### src/hdl/assert_macros.svh
// assertion helpers for the rtl top
`ifndef ASSERT_MACROS_SVH
`define ASSERT_MACROS_SVH

// plain property checked on the rising clock, quiet while reset is held
`define BDQ_ASSERT(lbl, prop, msg) \
	lbl: assert property (@(posedge clk) disable iff (!arst_n) (prop)) else $error(msg);

// same-cycle implication
`define BDQ_ASSERT_IMP(lbl, ante, cons, msg) \
	`BDQ_ASSERT(lbl, (ante) |-> (cons), msg)

// next-cycle implication
`define BDQ_ASSERT_NXT(lbl, ante, cons, msg) \
	`BDQ_ASSERT(lbl, (ante) |=> (cons), msg)

`endif

### src/hdl/bdq_pkg.sv
package bdq_pkg;

	localparam int DEPTH     = 256;
	localparam int ELEM_BITS = 32;
	localparam int PTR_W     = $clog2(DEPTH);
	localparam int CNT_W     = $clog2(DEPTH + 1);

	typedef enum logic [2:0] {
		REQ_INS_HEAD = 3'd0,
		REQ_INS_TAIL = 3'd1,
		REQ_REM_HEAD = 3'd2,
		REQ_REM_TAIL = 3'd3,
		REQ_RD_HEAD  = 3'd4,
		REQ_RD_TAIL  = 3'd5,
		REQ_RD_IDX   = 3'd6
	} req_t;

	typedef enum logic [1:0] {
		ST_DONE  = 2'd0,
		ST_FULL  = 2'd1,
		ST_EMPTY = 2'd2
	} status_t;

	// what the control side hands to the result stage for one word
	typedef struct packed {
		logic             rd_ok;
		status_t          status;
		logic [CNT_W-1:0] count;
	} resp_t;

endpackage

### src/hdl/bdq_ctrl.sv
module bdq_ctrl (
	input  logic                          clk,
	input  logic                          arst_n,
	input  logic                          start,
	input  logic [2:0]                    req_type,
	input  logic [31:0]                   elem_data,
	input  logic [7:0]                    position,
	output logic                          ram_we,
	output logic                          ram_re,
	output logic [bdq_pkg::PTR_W-1:0]     ram_addr,
	output logic [bdq_pkg::ELEM_BITS-1:0] ram_wdata,
	output bdq_pkg::resp_t                resp
);
	import bdq_pkg::*;

	logic [PTR_W-1:0] head_q, head_d;
	logic [CNT_W-1:0] count_q, count_d;
	logic [PTR_W-1:0] head_dec, head_inc, slot;
	logic [CNT_W-1:0] offset;
	logic [CNT_W:0]   sum;
	logic             empty, full, we, re;
	status_t          st;
	req_t             req;

	assign req   = req_t'(req_type);
	assign empty = (count_q == '0);
	assign full  = (count_q == CNT_W'(DEPTH));

	assign head_dec = (head_q == '0) ? PTR_W'(DEPTH - 1) : head_q - PTR_W'(1);
	assign head_inc = (head_q == PTR_W'(DEPTH - 1)) ? '0 : head_q + PTR_W'(1);

	// offset from head; for reads only meaningful when below the count
	always_comb begin
		case (req)
			REQ_INS_TAIL: offset = count_q;
			REQ_RD_TAIL:  offset = count_q - CNT_W'(1);
			REQ_RD_IDX:   offset = CNT_W'(position);
			default:      offset = '0;
		endcase
	end

	// physical slot, sum stays below twice the depth whenever the offset is meaningful
	assign sum  = {1'b0, CNT_W'(head_q)} + {1'b0, offset};
	assign slot = (sum >= (CNT_W + 1)'(DEPTH)) ? PTR_W'(sum - (CNT_W + 1)'(DEPTH))
	                                           : PTR_W'(sum);

	always_comb begin
		head_d   = head_q;
		count_d  = count_q;
		we       = 1'b0;
		re       = 1'b0;
		st       = ST_DONE;
		ram_addr = slot;
		case (req)
			REQ_INS_HEAD: begin
				if (full) begin
					st = ST_FULL;
				end else begin
					we       = 1'b1;
					ram_addr = head_dec;
					head_d   = head_dec;
					count_d  = count_q + CNT_W'(1);
				end
			end
			REQ_INS_TAIL: begin
				if (full) begin
					st = ST_FULL;
				end else begin
					we      = 1'b1;
					count_d = count_q + CNT_W'(1);
				end
			end
			REQ_REM_HEAD: begin
				if (empty) begin
					st = ST_EMPTY;
				end else begin
					head_d  = head_inc;
					count_d = count_q - CNT_W'(1);
				end
			end
			REQ_REM_TAIL: begin
				if (empty) begin
					st = ST_EMPTY;
				end else begin
					count_d = count_q - CNT_W'(1);
				end
			end
			REQ_RD_HEAD, REQ_RD_TAIL: begin
				if (empty) begin
					st = ST_EMPTY;
				end else begin
					re = 1'b1;
				end
			end
			REQ_RD_IDX: begin
				if (32'(position) >= 32'(count_q)) begin
					st = ST_EMPTY;
				end else begin
					re = 1'b1;
				end
			end
			default: begin
				st = ST_EMPTY;
			end
		endcase
	end

	assign ram_we      = start & we;
	assign ram_re      = start & re;
	assign ram_wdata   = ELEM_BITS'(elem_data);
	assign resp.rd_ok  = re;
	assign resp.status = st;
	assign resp.count  = start ? count_d : count_q;

	always_ff @(posedge clk or negedge arst_n) begin
		if (!arst_n) begin
			head_q  <= '0;
			count_q <= '0;
		end else if (start) begin
			head_q  <= head_d;
			count_q <= count_d;
		end
	end

endmodule

### config.mk
export PLATFORM = sky130hd
export DESIGN_NAME = bdq_ctrl
export DESIGN_NICKNAME = d
export VERILOG_FILES = /design/src/hdl/assert_macros.svh /design/src/hdl/bdq_pkg.sv /design/src/hdl/bdq_ctrl.sv
export SDC_FILE = /design/constraint.sdc
export NUM_CORES = 1
export LEC_CHECK = 0
export BUFFER_PORTS_ARGS = -buffer_cell sky130_fd_sc_hd__buf_2
export CAP_MARGIN = 25
export CORE_ASPECT_RATIO = 1.5
export CORE_MARGIN = 4
export CORE_UTILIZATION = 43
export CTS_BUF_LIST = sky130_fd_sc_hd__clkbuf_16
export DETAILED_ROUTE_END_ITERATION = 6
export PLACE_DENSITY_LB_ADDON = 0.08
export SLEW_MARGIN = 10
export SYNTH_ARGS = -nofsm -noshare
export SYNTH_HDL_FRONTEND = slang
export SYNTH_SLANG_ARGS = --single-unit
export TNS_END_PERCENT = 10
### constraint.sdc
create_clock -name clk -period 3.4 [get_ports clk]
set_input_delay 0.34 -clock clk [delete_from_list [all_inputs] [get_ports clk]]
set_output_delay 0.34 -clock clk [all_outputs]
set_load 0.02 [all_outputs]
==> results_dict.tcl <==
set metrics [dict create \
    max_stage_delay_ns 0.58 \
    vias_per_cell 6.01 \
    setup_viol 0 \
    p_leak_nw 1.13 \
    start_util_pct 44.2 \
    crit_path_end_kind "output port" \
    synth_compound_area_share_pct 27.5 \
    syn_area_mm2 0.00256 \
    wl_um 7560 \
    dieArea_mm2 0.00728 \
    synth-seq-cells 17 \
    fin_crit_ns 3.31 \
    synth_nets 411 \
    slew_violations 0 \
    critical_path_buf_inv_count 1 \
    routedWlPerCell_um 18.2 \
    cp_top_family "simple AND/OR/NAND/NOR gates" \
    grt_usage_pct 21.7 \
    critPathSlowestCell "or4_4" \
    r2r-start "count_q[0]" \
    path_max_fanout 3 \
    fp.dieW_um 71 \
    synth_flop_cell "dfrtp_1" \
    ys_types 56 \
    arrival_ns 2.97 \
    rrSetupSlack_ns 1.03 \
    fmax_ghz 0.302 \
    clock_sinks 17 \
    p_clk_share_pct 11.2 \
    clock_latency_ns 0.25 \
    layout-drive-gt1-share_pct 22.2 \
    holdWs_ns 0.0217 \
    antenna_left 0 \
    multiInputGateArea_mm2 0.00177 \
    synthArstFlopShare_pct 100 \
    p_sw_share_pct 52.5 \
    synth_top_family_by_area "compound AO/OA/AOI/OAI gates" \
    drc 0 \
    crit_required_ns 3.06 \
    grt_start_max_net_pins 18 \
    pwr-share-comb_pct 66.1 \
    ys_warn_count 0 \
    ir_worst_vdd_v 0.000517 \
    place.gp.congestion 0.865 \
    die_h_um 103 \
    drt_iter0_drc 255 \
    synthAdderAreaFrac_pct 10.6 \
    synth_area_per_cell_um2 7.44 \
    cts_inserted_buffers 3 \
    rsz0062_at_grt "yes" \
    synth-xor-area-share_pct 5.13 \
    port_buffers 35 \
    ff2ff_path_depth 8 \
    yosys.area_share.simple_pct 23.0 \
    critPathKind "reg -> out" \
    power_density_mw_per_mm2 803 \
    diodes 0 \
    reg2reg_to "head_q[5]" \
    cap_violations 0 \
    coreArea_mm2 0.00579 \
    postCtsHoldBufs 0 \
    regArea_um2 425 \
    synth_edf_count 0 \
    maxSlewHeadroom_pct 40.2 \
    yosysSeqAreaShare_pct 16.6 \
    cts_root_buf "clkbuf_16" \
    hpwl_um 6000 \
    status "complete, no violations" \
    intPower_mw 1.04 \
    yosys-mux-area-fraction_pct 0.782 \
    period_share_pct 97.5 \
    total_power_mw 2.18 \
    seq_power_share_pct 22.7 \
    tightest_slew_ns 0.892 \
    synth.top_cell.area_share_pct 16.6 \
    timing.setup.tns_ns 0 \
    h-tree-depth 1 \
    clock_path_buffers 2 \
    fin_skew_ns 0.00949 \
    syn2layout_area_growth_pct 6.01 \
    nFillCells 626 \
    dpl_cell_area_mm2 0.00255 \
    fin_area_mm2 0.00271 \
    ioPinCount 100 \
    netlist_instances 344 \
    grt_overflow_total 0 \
    antenna_found_initial 0 \
    clkTransAtPathRegs_ns 0.06 \
    hold_class "in -> async" \
    final_net_count 411 \
    p_switching_mw 1.14 \
    cts_tree "done" \
    netlist.top_cell.by_area "dfrtp_1" \
    vias 2496 \
    worstPathCellList "or4_4 -> nor2_2 -> xnor2_2 -> o21ai_0 -> a32o_1 -> ha_4 -> or3_1 -> a31oi_1 -> xnor2_1 -> o21ai_1 -> buf_4" \
    grt_first_pass_wirelength_um 12500 \
    synthTopCellsByArea "dfrtp_1 (17%), buf_4 (10%), ha_1 (9.8%), o21ai_0 (5.5%), a21oi_1 (5.1%)" \
    grt_pass1_vias 2475 \
    firstDrtPassIters 4 \
    num_rows 34 \
    startpoint_type "flop" \
    hold_violations 0 \
]
cells by family (layout without fill, tap and decap cells):
family / Yosys count / in the layout
AND/OR/NAND/NOR: 107 / 107
buffers and inverters: 72 / 71
multiplexers: 2 / 2
adder cells (fa/ha/maj): 21 / 21
flip-flops: 17 / 17
XOR/XNOR: 15 / 15
AO/OA/AOI/OAI: 110 / 110
through the flow:
step	std cells	utilization [%]	worst slack, ns
after floorplan	344	-	0.313
after global placement	408	44.1	0.295
after detailed placement	408	44.1	0.279
after CTS	412	45.5	0.00270
after global routing	415	46.9	-0.0148
final	415	46.9	0.0855
what timing repair did:
action                     CTS  global route
gates resized for setup      0            14
buffers inserted             0             3
setup endpoints to repair    0             2
Yosys cell counts, types with 6 or more instances:
| master | number |
|---|---|
| nor2_1 | 21 |
| nor3_1 | 12 |
| o21ai_1 | 9 |
| inv_1 | 18 |
| xnor2_1 | 9 |
| a21oi_1 | 26 |
| ha_1 | 20 |
| nand2_1 | 24 |
| xor2_1 | 6 |
| dfrtp_1 | 17 |
| o21ai_0 | 28 |
| nand3_1 | 12 |
| clkbuf_1 | 13 |
| nor2b_1 | 7 |
| nand2b_1 | 8 |
| a32o_1 | 6 |
| buf_4 | 35 |
per-layer routing:
layer  wire [um]  GRT usage, %  share of wire, %
met1        3040          24.3                40
met2        3810          38.6                50
met3         370          4.29               4.9
met4         343          11.1               4.5
met5           0             0                 0
cell type report:
cell class / count / share of cell area (%)
Clock buffer: 3 / 2.77
Multi-Input combinational cell: 255 / 65.1
Clock inverter: 1 / 0.184
Sequential cell: 17 / 15.7
Tap cell: 72 / 3.32
Timing Repair Buffer: 49 / 10.4
Inverter: 18 / 2.49
power by group through the flow:
stage / Combinational, mW / Sequential [mW] / Clock [mW]
final: 1.44 / 0.495 / 0.245
after global routing: 1.61 / 0.519 / 0.260
after CTS: 1.38 / 0.485 / 0.254
after detailed placement: 1.37 / 0.489 / 0
after global placement: 1.37 / 0.495 / 0
after floorplan: 1.18 / 0.356 / 0
registers in the layout, summed over array words and instances, names as in the netlist:
register	count
count_q	9
head_q	8
worst max path at each step:
| stage | startpoint | endpoint | cells after the start |
|---|---|---|---|
| after global placement | req_type[1] | ram_addr[6] | 15 |
| after detailed placement | count_q[0] | ram_addr[7] | 12 |
| final | count_q[1] | ram_addr[7] | 11 |
| after global routing | count_q[1] | ram_addr[7] | 11 |
| after floorplan | count_q[3] | ram_addr[6] | 11 |
| after CTS | count_q[3] | ram_addr[7] | 11 |
cell usage in the layout (no fill, tap or decap), types with 3 or more instances in the layout:
cell type  Yosys  routed
o21ai_1        9      12
clkbuf_16      0       3
nand4_1        3       3
ha_1          20      17
o21ai_0       28      25
a32oi_1        4       4
a21oi_1       26      26
nor2b_1        7       6
a31oi_1        5       5
inv_1         18      17
nand2b_1       8       8
nand3_1       12      11
a21o_1         5       5
xnor2_1        9       8
xor2_1         6       6
o22ai_1        4       4
nor2_1        21      20
nor3_1        12      11
o211ai_1       3       3
or3_1          4       4
a32o_1         6       6
a221oi_1       3       3
buf_2          4      34
nand2_1       24      24
buf_4         35      15
dfrtp_1       17      17
(Power assumes the default switching activity.)
